==> src/dhkpd_pkg.sv <==
// Shared types, codes, constants and tables for the dual H-bridge kick-start drive.
package dhkpd_pkg;

    // Speed command full scale.
    localparam int SPEED_MAX = 100;

    // Full duty in percent.
    localparam logic [6:0] FULL_PCT = 7'd100;

    // Widths of the datapath.
    localparam int WRAP_W  = 16;
    localparam int PCT_W   = 7;
    localparam int PROD_W  = WRAP_W + PCT_W;
    localparam int ADDR_W  = 3;

    // Division of the product by 100: floor(p / 100) = (p * RECIP_100) >> DIV_SHIFT
    // for every product below 2^PROD_W.
    localparam int DIV_SHIFT = 30;
    localparam int RECIP_W   = 24;
    localparam logic [RECIP_W-1:0] RECIP_100 = 24'd10737419;
    localparam int QPROD_W   = PROD_W + RECIP_W;

    // Command codes.
    localparam logic [1:0] CMD_SPEED = 2'd0;
    localparam logic [1:0] CMD_RAW   = 2'd1;
    localparam logic [1:0] CMD_STOP  = 2'd2;

    // Channel codes.
    localparam logic [1:0] CH_LEFT  = 2'd1;
    localparam logic [1:0] CH_RIGHT = 2'd2;

    // Configuration register indexes.
    localparam logic [ADDR_W-1:0] REG_CNT_TOP       = 3'd0;
    localparam logic [ADDR_W-1:0] REG_REVERSE_LEFT  = 3'd1;
    localparam logic [ADDR_W-1:0] REG_REVERSE_RIGHT = 3'd2;
    localparam logic [ADDR_W-1:0] REG_KICK_TICKS    = 3'd3;
    localparam logic [ADDR_W-1:0] REG_KICK_DUTY_PCT = 3'd4;
    localparam logic [ADDR_W-1:0] REG_MIN_RUN_PCT   = 3'd5;

    // Reset values of the configuration registers.
    localparam logic [WRAP_W-1:0] RST_CNT_TOP       = 16'd99;
    localparam logic [7:0]        RST_KICK_TICKS    = 8'd3;
    localparam logic [PCT_W-1:0]  RST_KICK_DUTY_PCT = 7'd80;
    localparam logic [PCT_W-1:0]  RST_MIN_RUN_PCT   = 7'd30;

    typedef enum logic [1:0] {
        DIR_STOP = 2'd0,
        DIR_FWD  = 2'd1,
        DIR_REV  = 2'd3
    } dir_t;

    typedef enum logic [1:0] {
        OP_NONE  = 2'd0,
        OP_LEFT  = 2'd1,
        OP_RIGHT = 2'd2,
        OP_STOP  = 2'd3
    } op_t;

    typedef struct packed {
        logic [WRAP_W-1:0] cnt_top;
        logic              reverse_left;
        logic              reverse_right;
        logic [7:0]        kick_ticks;
        logic [PCT_W-1:0]  kick_duty_pct;
        logic [PCT_W-1:0]  min_run_pct;
    } cfg_t;

    // Work handed from the duty stage to the output stage.
    typedef struct packed {
        op_t               op;
        logic              accepted;
        logic              pin_a;
        logic              pin_b;
        logic              full;
        logic [PROD_W-1:0] product;
    } drv_t;

    typedef struct packed {
        logic              accepted;
        logic              left_in_a;
        logic              left_in_b;
        logic [WRAP_W-1:0] left_level;
        logic              right_in_a;
        logic              right_in_b;
        logic [WRAP_W-1:0] right_level;
    } res_t;

    // Speed magnitude to duty percent, clamped to SPEED_MAX and truncated.
    typedef logic [255:0][PCT_W-1:0] pct_tab_t;

    function automatic pct_tab_t build_speed_pct();
        pct_tab_t t;
        int m;
        for (int i = 0; i < 256; i++) begin
            m = (i > SPEED_MAX) ? SPEED_MAX : i;
            t[i] = PCT_W'((m * 100) / SPEED_MAX);
        end
        return t;
    endfunction

    localparam pct_tab_t SPEED_PCT = build_speed_pct();

endpackage

==> src/dhkpd_cfg.sv <==
// Configuration register file of the drive.
module dhkpd_cfg (
    input  logic                          aclk,
    input  logic                          aresetn,
    input  logic                          cfg_wr_en,
    input  logic [dhkpd_pkg::ADDR_W-1:0]  cfg_addr,
    input  logic [dhkpd_pkg::WRAP_W-1:0]  cfg_wr_data,
    output dhkpd_pkg::cfg_t               cfg
);

    dhkpd_pkg::cfg_t cfg_reg;
    dhkpd_pkg::cfg_t cfg_next;

    always_comb begin
        cfg_next = cfg_reg;
        if (cfg_wr_en) begin
            case (cfg_addr)
                dhkpd_pkg::REG_CNT_TOP:       cfg_next.cnt_top       = cfg_wr_data;
                dhkpd_pkg::REG_REVERSE_LEFT:  cfg_next.reverse_left  = cfg_wr_data[0];
                dhkpd_pkg::REG_REVERSE_RIGHT: cfg_next.reverse_right = cfg_wr_data[0];
                dhkpd_pkg::REG_KICK_TICKS:    cfg_next.kick_ticks    = cfg_wr_data[7:0];
                dhkpd_pkg::REG_KICK_DUTY_PCT: cfg_next.kick_duty_pct = cfg_wr_data[6:0];
                dhkpd_pkg::REG_MIN_RUN_PCT:   cfg_next.min_run_pct   = cfg_wr_data[6:0];
                default:                      cfg_next = cfg_reg;
            endcase
        end
    end

    always_ff @(posedge aclk) begin
        if (!aresetn) begin
            cfg_reg.cnt_top       <= dhkpd_pkg::RST_CNT_TOP;
            cfg_reg.reverse_left  <= 1'b0;
            cfg_reg.reverse_right <= 1'b0;
            cfg_reg.kick_ticks    <= dhkpd_pkg::RST_KICK_TICKS;
            cfg_reg.kick_duty_pct <= dhkpd_pkg::RST_KICK_DUTY_PCT;
            cfg_reg.min_run_pct   <= dhkpd_pkg::RST_MIN_RUN_PCT;
        end else begin
            cfg_reg <= cfg_next;
        end
    end

    assign cfg = cfg_reg;

endmodule

==> src/dhkpd_duty.sv <==
// Command decode, kick-start state and duty selection with the level product.
module dhkpd_duty (
    input  logic                  aclk,
    input  logic                  aresetn,
    input  logic                  advance,
    input  logic [1:0]            cmd,
    input  logic [1:0]            channel,
    input  logic [7:0]            value,
    input  dhkpd_pkg::cfg_t       cfg,
    output dhkpd_pkg::drv_t       drv
);

    dhkpd_pkg::dir_t dir_reg  [2];
    dhkpd_pkg::dir_t dir_next;
    logic [7:0]      kick_reg [2];
    logic [7:0]      kick_next;

    logic                        ch_ok;
    logic                        ch_idx;
    logic [7:0]                  abs_val;
    logic [dhkpd_pkg::PCT_W-1:0] speed_pct;
    logic [dhkpd_pkg::PCT_W-1:0] raw_mag;
    logic                        fwd;
    logic                        load;
    logic [7:0]                  kc;
    logic [dhkpd_pkg::PCT_W-1:0] run_pct;
    logic [dhkpd_pkg::PCT_W-1:0] smag;
    logic [dhkpd_pkg::PCT_W-1:0] mag;
    logic                        neg_pre;
    logic                        neg;
    logic                        rev;
    logic                        speed_upd;
    dhkpd_pkg::op_t              op_sel;
    logic                        acc_sel;

    assign ch_ok     = (channel == dhkpd_pkg::CH_LEFT) || (channel == dhkpd_pkg::CH_RIGHT);
    assign ch_idx    = (channel == dhkpd_pkg::CH_RIGHT);
    assign abs_val   = value[7] ? (~value + 8'd1) : value;
    assign speed_pct = dhkpd_pkg::SPEED_PCT[abs_val];
    assign raw_mag   = (abs_val > 8'(dhkpd_pkg::FULL_PCT)) ? dhkpd_pkg::FULL_PCT
                                                          : abs_val[6:0];
    assign fwd       = !value[7];
    assign rev       = ch_idx ? cfg.reverse_right : cfg.reverse_left;

    // Kick-start: a start from rest or a reversal reloads the counter.
    assign load    = (dir_reg[ch_idx] == dhkpd_pkg::DIR_STOP)
                  || (fwd != (dir_reg[ch_idx] == dhkpd_pkg::DIR_FWD));
    assign kc      = load ? cfg.kick_ticks : kick_reg[ch_idx];
    assign run_pct = (speed_pct < cfg.min_run_pct) ? cfg.min_run_pct : speed_pct;

    always_comb begin
        if (speed_pct == '0) begin
            smag      = '0;
            kick_next = '0;
            dir_next  = dhkpd_pkg::DIR_STOP;
        end else if (kc != '0) begin
            smag      = cfg.kick_duty_pct;
            kick_next = kc - 8'd1;
            dir_next  = fwd ? dhkpd_pkg::DIR_FWD : dhkpd_pkg::DIR_REV;
        end else begin
            smag      = run_pct;
            kick_next = kc;
            dir_next  = fwd ? dhkpd_pkg::DIR_FWD : dhkpd_pkg::DIR_REV;
        end
    end

    always_comb begin
        op_sel    = dhkpd_pkg::OP_NONE;
        acc_sel   = 1'b0;
        mag       = '0;
        neg_pre   = 1'b0;
        speed_upd = 1'b0;
        case (cmd)
            dhkpd_pkg::CMD_SPEED: begin
                if (ch_ok) begin
                    op_sel    = ch_idx ? dhkpd_pkg::OP_RIGHT : dhkpd_pkg::OP_LEFT;
                    acc_sel   = 1'b1;
                    mag       = (smag > dhkpd_pkg::FULL_PCT) ? dhkpd_pkg::FULL_PCT : smag;
                    neg_pre   = !fwd;
                    speed_upd = 1'b1;
                end
            end
            dhkpd_pkg::CMD_RAW: begin
                if (ch_ok) begin
                    op_sel  = ch_idx ? dhkpd_pkg::OP_RIGHT : dhkpd_pkg::OP_LEFT;
                    acc_sel = 1'b1;
                    mag     = raw_mag;
                    neg_pre = value[7];
                end
            end
            dhkpd_pkg::CMD_STOP: begin
                op_sel  = dhkpd_pkg::OP_STOP;
                acc_sel = 1'b1;
            end
            default: begin
                op_sel  = dhkpd_pkg::OP_NONE;
                acc_sel = 1'b0;
            end
        endcase
    end

    assign neg = neg_pre ^ rev;

    always_comb begin
        drv.op       = op_sel;
        drv.accepted = acc_sel;
        drv.pin_a    = (mag != '0) && !neg;
        drv.pin_b    = (mag != '0) && neg;
        drv.full     = (mag >= dhkpd_pkg::FULL_PCT);
        drv.product  = dhkpd_pkg::PROD_W'(mag) * dhkpd_pkg::PROD_W'(cfg.cnt_top);
    end

    always_ff @(posedge aclk) begin
        if (!aresetn) begin
            dir_reg[0]  <= dhkpd_pkg::DIR_STOP;
            dir_reg[1]  <= dhkpd_pkg::DIR_STOP;
            kick_reg[0] <= '0;
            kick_reg[1] <= '0;
        end else if (advance && speed_upd) begin
            dir_reg[ch_idx]  <= dir_next;
            kick_reg[ch_idx] <= kick_next;
        end
    end

endmodule

==> src/dhkpd_drive.sv <==
// Level scaling and the held pin and level state of both channels.
module dhkpd_drive (
    input  logic                          aclk,
    input  logic                          aresetn,
    input  logic                          advance,
    input  dhkpd_pkg::drv_t               drv,
    input  logic [dhkpd_pkg::WRAP_W-1:0]  cnt_top,
    output dhkpd_pkg::res_t               res
);

    dhkpd_pkg::res_t res_reg;
    dhkpd_pkg::res_t res_next;

    logic [dhkpd_pkg::QPROD_W-1:0] qprod;
    logic [dhkpd_pkg::WRAP_W-1:0]  level;

    // Divide by 100 through the reciprocal; the quotient stays below 2^16.
    assign qprod = dhkpd_pkg::QPROD_W'(drv.product) * dhkpd_pkg::QPROD_W'(dhkpd_pkg::RECIP_100);
    assign level = drv.full ? (cnt_top + 16'd1) : qprod[dhkpd_pkg::DIV_SHIFT +: dhkpd_pkg::WRAP_W];

    always_comb begin
        res_next          = res_reg;
        res_next.accepted = drv.accepted;
        case (drv.op)
            dhkpd_pkg::OP_LEFT: begin
                res_next.left_in_a  = drv.pin_a;
                res_next.left_in_b  = drv.pin_b;
                res_next.left_level = level;
            end
            dhkpd_pkg::OP_RIGHT: begin
                res_next.right_in_a  = drv.pin_a;
                res_next.right_in_b  = drv.pin_b;
                res_next.right_level = level;
            end
            dhkpd_pkg::OP_STOP: begin
                res_next.left_in_a   = 1'b0;
                res_next.left_in_b   = 1'b0;
                res_next.left_level  = '0;
                res_next.right_in_a  = 1'b0;
                res_next.right_in_b  = 1'b0;
                res_next.right_level = '0;
            end
            default: begin
                res_next.left_in_a = res_reg.left_in_a;
            end
        endcase
    end

    always_ff @(posedge aclk) begin
        if (!aresetn) begin
            res_reg <= '0;
        end else if (advance) begin
            res_reg <= res_next;
        end
    end

    assign res = res_reg;

endmodule

==> src/dual_hbridge_kickstart_pwm_drive_core.sv <==
// Top level of the two-channel H-bridge PWM drive with kick-start.
//
//   Channel   Direction  Ports                                   Handshake
//   command   in         s_cmd, s_channel, s_value               s_valid / s_ready
//   result    out        m_accepted, m_left_*, m_right_*         m_valid / m_ready
//   config    in         cfg_addr, cfg_wr_data                   cfg_wr_en, no wait
//
// A command's result is formed in order as it moves on: the input register feeds
// the duty stage (kick logic and the 7 x 16 bit level product), whose register feeds
// the output stage (reciprocal divide by 100 and the held channel state).
// One command is taken every cycle that s_ready is high; s_ready falls only when all
// three stages are full and the result is not being taken.
// Reset is synchronous and active low; it restores the register defaults, clears
// the kick state and drives both channels to coast with a zero level.
module dual_hbridge_kickstart_pwm_drive_core (
    input  logic                          aclk,
    input  logic                          aresetn,

    input  logic                          s_valid,
    output logic                          s_ready,
    input  logic [1:0]                    s_cmd,
    input  logic [1:0]                    s_channel,
    input  logic signed [7:0]             s_value,

    output logic                          m_valid,
    input  logic                          m_ready,
    output logic                          m_accepted,
    output logic                          m_left_in_a,
    output logic                          m_left_in_b,
    output logic [dhkpd_pkg::WRAP_W-1:0]  m_left_level,
    output logic                          m_right_in_a,
    output logic                          m_right_in_b,
    output logic [dhkpd_pkg::WRAP_W-1:0]  m_right_level,

    input  logic                          cfg_wr_en,
    input  logic [dhkpd_pkg::ADDR_W-1:0]  cfg_addr,
    input  logic [dhkpd_pkg::WRAP_W-1:0]  cfg_wr_data
);

    dhkpd_pkg::cfg_t cfg;
    dhkpd_pkg::drv_t drv_comb;
    dhkpd_pkg::drv_t drv_reg;
    dhkpd_pkg::res_t res;

    // Input register.
    logic       in_valid_reg;
    logic       in_valid_next;
    logic [1:0] cmd_reg;
    logic [1:0] channel_reg;
    logic [7:0] value_reg;

    // Duty stage and result valid flags.
    logic drv_valid_reg;
    logic drv_valid_next;
    logic out_valid_reg;
    logic out_valid_next;

    logic s_xfer;
    logic adv_drv;
    logic adv_out;

    // A stage moves on when it holds a command and the stage after it is empty or
    // moving on in the same cycle. The kick state and the held channel state are
    // updated only on those moves, so each command acts exactly once and in order.
    assign adv_out = drv_valid_reg && (!out_valid_reg || m_ready);
    assign adv_drv = in_valid_reg && (!drv_valid_reg || adv_out);
    assign s_ready = !in_valid_reg || adv_drv;
    assign s_xfer  = s_valid && s_ready;

    always_comb begin
        in_valid_next = in_valid_reg;
        if (s_xfer) begin
            in_valid_next = 1'b1;
        end else if (adv_drv) begin
            in_valid_next = 1'b0;
        end
    end

    always_comb begin
        drv_valid_next = drv_valid_reg;
        if (adv_drv) begin
            drv_valid_next = 1'b1;
        end else if (adv_out) begin
            drv_valid_next = 1'b0;
        end
    end

    always_comb begin
        out_valid_next = out_valid_reg;
        if (adv_out) begin
            out_valid_next = 1'b1;
        end else if (m_ready) begin
            out_valid_next = 1'b0;
        end
    end

    always_ff @(posedge aclk) begin
        if (!aresetn) begin
            in_valid_reg  <= 1'b0;
            drv_valid_reg <= 1'b0;
            out_valid_reg <= 1'b0;
        end else begin
            in_valid_reg  <= in_valid_next;
            drv_valid_reg <= drv_valid_next;
            out_valid_reg <= out_valid_next;
        end
    end

    // Payload registers need no reset.
    always_ff @(posedge aclk) begin
        if (s_xfer) begin
            cmd_reg     <= s_cmd;
            channel_reg <= s_channel;
            value_reg   <= s_value;
        end
    end

    always_ff @(posedge aclk) begin
        if (adv_drv) begin
            drv_reg <= drv_comb;
        end
    end

    dhkpd_cfg u_cfg (
        .aclk        (aclk),
        .aresetn     (aresetn),
        .cfg_wr_en   (cfg_wr_en),
        .cfg_addr    (cfg_addr),
        .cfg_wr_data (cfg_wr_data),
        .cfg         (cfg)
    );

    dhkpd_duty u_duty (
        .aclk    (aclk),
        .aresetn (aresetn),
        .advance (adv_drv),
        .cmd     (cmd_reg),
        .channel (channel_reg),
        .value   (value_reg),
        .cfg     (cfg),
        .drv     (drv_comb)
    );

    dhkpd_drive u_drive (
        .aclk     (aclk),
        .aresetn  (aresetn),
        .advance  (adv_out),
        .drv      (drv_reg),
        .cnt_top  (cfg.cnt_top),
        .res      (res)
    );

    // The result register doubles as the held output state of both channels.
    assign m_valid       = out_valid_reg;
    assign m_accepted    = res.accepted;
    assign m_left_in_a   = res.left_in_a;
    assign m_left_in_b   = res.left_in_b;
    assign m_left_level  = res.left_level;
    assign m_right_in_a  = res.right_in_a;
    assign m_right_in_b  = res.right_in_b;
    assign m_right_level = res.right_level;

endmodule
==> config.mk <==
export PLATFORM = sky130hd
export DESIGN_NAME = dual_hbridge_kickstart_pwm_drive_core
export DESIGN_NICKNAME = d
export VERILOG_FILES = /design/src/dhkpd_pkg.sv /design/src/dhkpd_cfg.sv /design/src/dhkpd_duty.sv /design/src/dhkpd_drive.sv /design/src/dual_hbridge_kickstart_pwm_drive_core.sv
export SDC_FILE = /design/constraint.sdc
export NUM_CORES = 1
export LEC_CHECK = 0
export BUFFER_PORTS_ARGS = -buffer_cell sky130_fd_sc_hd__buf_2
export CAP_MARGIN = 20
export CORE_ASPECT_RATIO = 0.75
export CORE_MARGIN = 2
export CORE_UTILIZATION = 50
export CTS_CLUSTER_DIAMETER = 50
export DETAILED_ROUTE_END_ITERATION = 8
export GPL_ROUTABILITY_DRIVEN = 0
export GPL_TIMING_DRIVEN = 0
export PLACE_DENSITY_LB_ADDON = 0.3
export SKIP_CTS_REPAIR_TIMING = 1
export SLEW_MARGIN = 5
export SYNTH_ARGS = -nofsm -noshare
export SYNTH_HDL_FRONTEND = slang
export SYNTH_SLANG_ARGS = --single-unit
==> constraint.sdc <==
create_clock -name aclk -period 10.08 [get_ports aclk]
set_clock_uncertainty 0.2 [all_clocks]
set_input_delay 0.504 -clock aclk [delete_from_list [all_inputs] [get_ports aclk]]
set_output_delay 0.504 -clock aclk [all_outputs]
set_load 0.01 [all_outputs]
==> metrics.yaml <==
fmax_mhz: 104.7
dieHeight_um: 172.9
multi_input_area_um2: 14000
switchingPower_uw: 3154
cap_violations: 0
synth_top_area_share_pct: 27.80
path_buf_inv: 6
setup_viol: 0
synth_top_family_by_area: "adder cells"
final_area_um2: 20690
grt_pass1_wl_um: 78010
antenna_found_initial: 0
asyncSetResetFlopFracSynth_pct: 0
cts_tree: "yes"
diodes: 0
vias: 14190
initialDrtViolationCount: 1208
place_hpwl_um: 40220
seq_area_um2: 3433
cp_max_fo: 10
relSlewSlack_pct: 38.42
wl_met3_um: 4902
clockRootBuffer: "clkbuf_16"
worst_path_most_repeated_cell: "nand2_1"
p_sw_share_pct: 50.23
max_stage_delay_ns: 0.56
ys_seq_area_share_pct: 18.06
drt-met1-wl_um: 22190
yosysTopAreaCell: "fa_1"
wl_um: 47610
core_area_um2: 37250
syn_area_um2: 19010
viasPerCell: 5.525
synth_cell_types: 81
cts_buffer_depth: 2
synth_area_leaders: "fa_1 (28%), ha_1 (19%), edfxtp_1 (9.6%), dfxtp_1 (8.4%), inv_1 (7.0%)"
grt_use_total_pct: 25.18
crit_slowest_cell: "mux4_2"
num_rows: 61
seqPwrFrac_pct: 10.9
synth_mux_area_share_pct: 1.711
gr-total-overflow: 0
ys_ff_latch: 141
port_buffers: 71
synthFlopType: "dfxtp_1"
wire_per_inst_um: 18.53
remaining_drc_errors: 0
worst_slew_pin_slew_ns: 0.9217
synth_compound_area_share_pct: 8.720
synthSimpleGateAreaFrac_pct: 13.62
clkSinkCount: 141
start_util_pct: 51.04
die_x_um: 229.2
min_path_type: "in -> reg"
clk_latency_ns: 0.44
antenna_left: 0
ir_drop_mv: 0.2536
syn_inst: 1960
dieArea_um2: 39620
synth_warnings: 0
p_leak_uw: 0.01012
grt_max_degree: 25
post-route-period-util_pct: 94.75
syn_area_per_cell_um2: 9.700
pwr_density_cell_nw_per_um2: 303.4
place_area_um2: 20050
synthAdderAreaFrac_pct: 46.75
fillerInstances: 3345
power.internal_uw: 3125
numCtsBuffers: 17
cp.required_ns: 10.07
synthXorXnorAreaFrac_pct: 2.534
fin_util_pct: 55.55
fin_crit_ns: 9.551
arrival_ns: 9.54
grt_pass1_vias: 14740
h-tree-depth: 4
synth_edf_count: 61
drive_gt1_share_pct: 7.990
power_frac_comb_pct: 78.9
drt-pass1-iter-count: 5
p_clk_share_pct: 10.2
worstSetupPathType: "reg -> reg"
syn2layout_area_growth_pct: 8.825
largest_reg_flops: 40
syn-num-nets: 2548
crit_path_start_kind: "flip-flop"
crit_family: "adder cells"
io_pins: 75
highest_layer: "met5"
rsz0062_at_grt: "false"
slew_violations: 0
met2_length_um: 19980
fin_nets: 2640
cp-end-kind: "flip-flop"
hold_violations: 0
timing.final.ws_setup_ns: 0.5293
clk_pin_slew_ns: 0.07
outcome: "finished clean"
dp_worst_setup_slack_ns: 0.04971
==> layout make-up <==
cell class | instances | share of cell area [%]
Multi-Input combinational cell | 1396 | 67.65
Sequential cell | 141 | 16.59
Inverter | 358 | 6.495
Tap cell | 504 | 3.048
Clock buffer | 17 | 2.056
Timing Repair Buffer | 74 | 1.911
Buffer | 64 | 1.409
Clock inverter | 15 | 0.8345
==> per-stage QoR <==
stage                 TNS, ns  instances  total power (µW)  hold slack, ns
detailed placement          0       2538              5590          0.2513
global route                0       2569              7069         0.01954
global placement            0       2535              5422          0.2435
CTS                 -0.002363       2570              6282         0.02320
finish                      0       2569              6278         0.03537
floorplan                   0       1960              4330          0.2354
==> per-layer routing <==
layer	global-route usage, %	up-vias
met4	4.302	2
met5	1.442	-
met2	36.63	524
met1	37.20	7047
met3	7.701	47
li1	-	6573
==> kinds of logic after synthesis <==
| kind of cell | Yosys count |
|---|---|
| fa+ha+maj | 552 |
| compound gates | 244 |
| mux | 31 |
| xor+xnor | 55 |
| simple gates | 514 |
| buf+inv | 423 |
| flops | 141 |
==> final timing paths <==
path	start	end	slack, ns	cells after the start
hold reg to reg	u_drive.res[35]	u_drive.res[35]	0.26	2
setup reg to reg	channel_reg[0]	drv_reg[20]	0.53	33
setup / recovery	channel_reg[0]	drv_reg[20]	0.53	33
hold / removal	s_value[6]	value_reg[6]	0.04	1
==> synthesized netlist by cell type, types with 28 or more instances <==
cell type and instances:
ha_1 288, xnor2_1 33, nand3_1 46, a21oi_1 73, clkbuf_1 47, nand2_1 173
o21ai_0 46, fa_1 264, nor2_1 84, edfxtp_1 61, mux2i_1 28, nor2b_1 42
inv_1 357, dfxtp_1 80, and2_1 56
==> power by group through the flow <==
stage | Sequential (µW) | Combinational (µW) | Clock, µW
floorplan | 687 | 3640 | 0
global placement | 693 | 4730 | 0
detailed placement | 693 | 4900 | 0
CTS | 681 | 4950 | 648
global route | 687 | 5710 | 673
finish | 682 | 4960 | 640
==> layout by cell type (no fill, tap or decap), drive strengths merged, types with 22 or more instances in the layout <==
| cell | instances |
|---|---|
| nand2b | 23 |
| clkbuf | 65 |
| buf | 90 |
| edfxtp | 61 |
| nand2 | 173 |
| nand3 | 46 |
| xor2 | 22 |
| inv | 366 |
| and2 | 56 |
| mux2i | 28 |
| fa | 264 |
| ha | 288 |
| xnor2 | 33 |
| o21ai | 49 |
| nor3 | 22 |
| a21oi | 75 |
| nor2 | 86 |
| nor2b | 47 |
| dfxtp | 80 |
(Power assumes the default switching activity.)
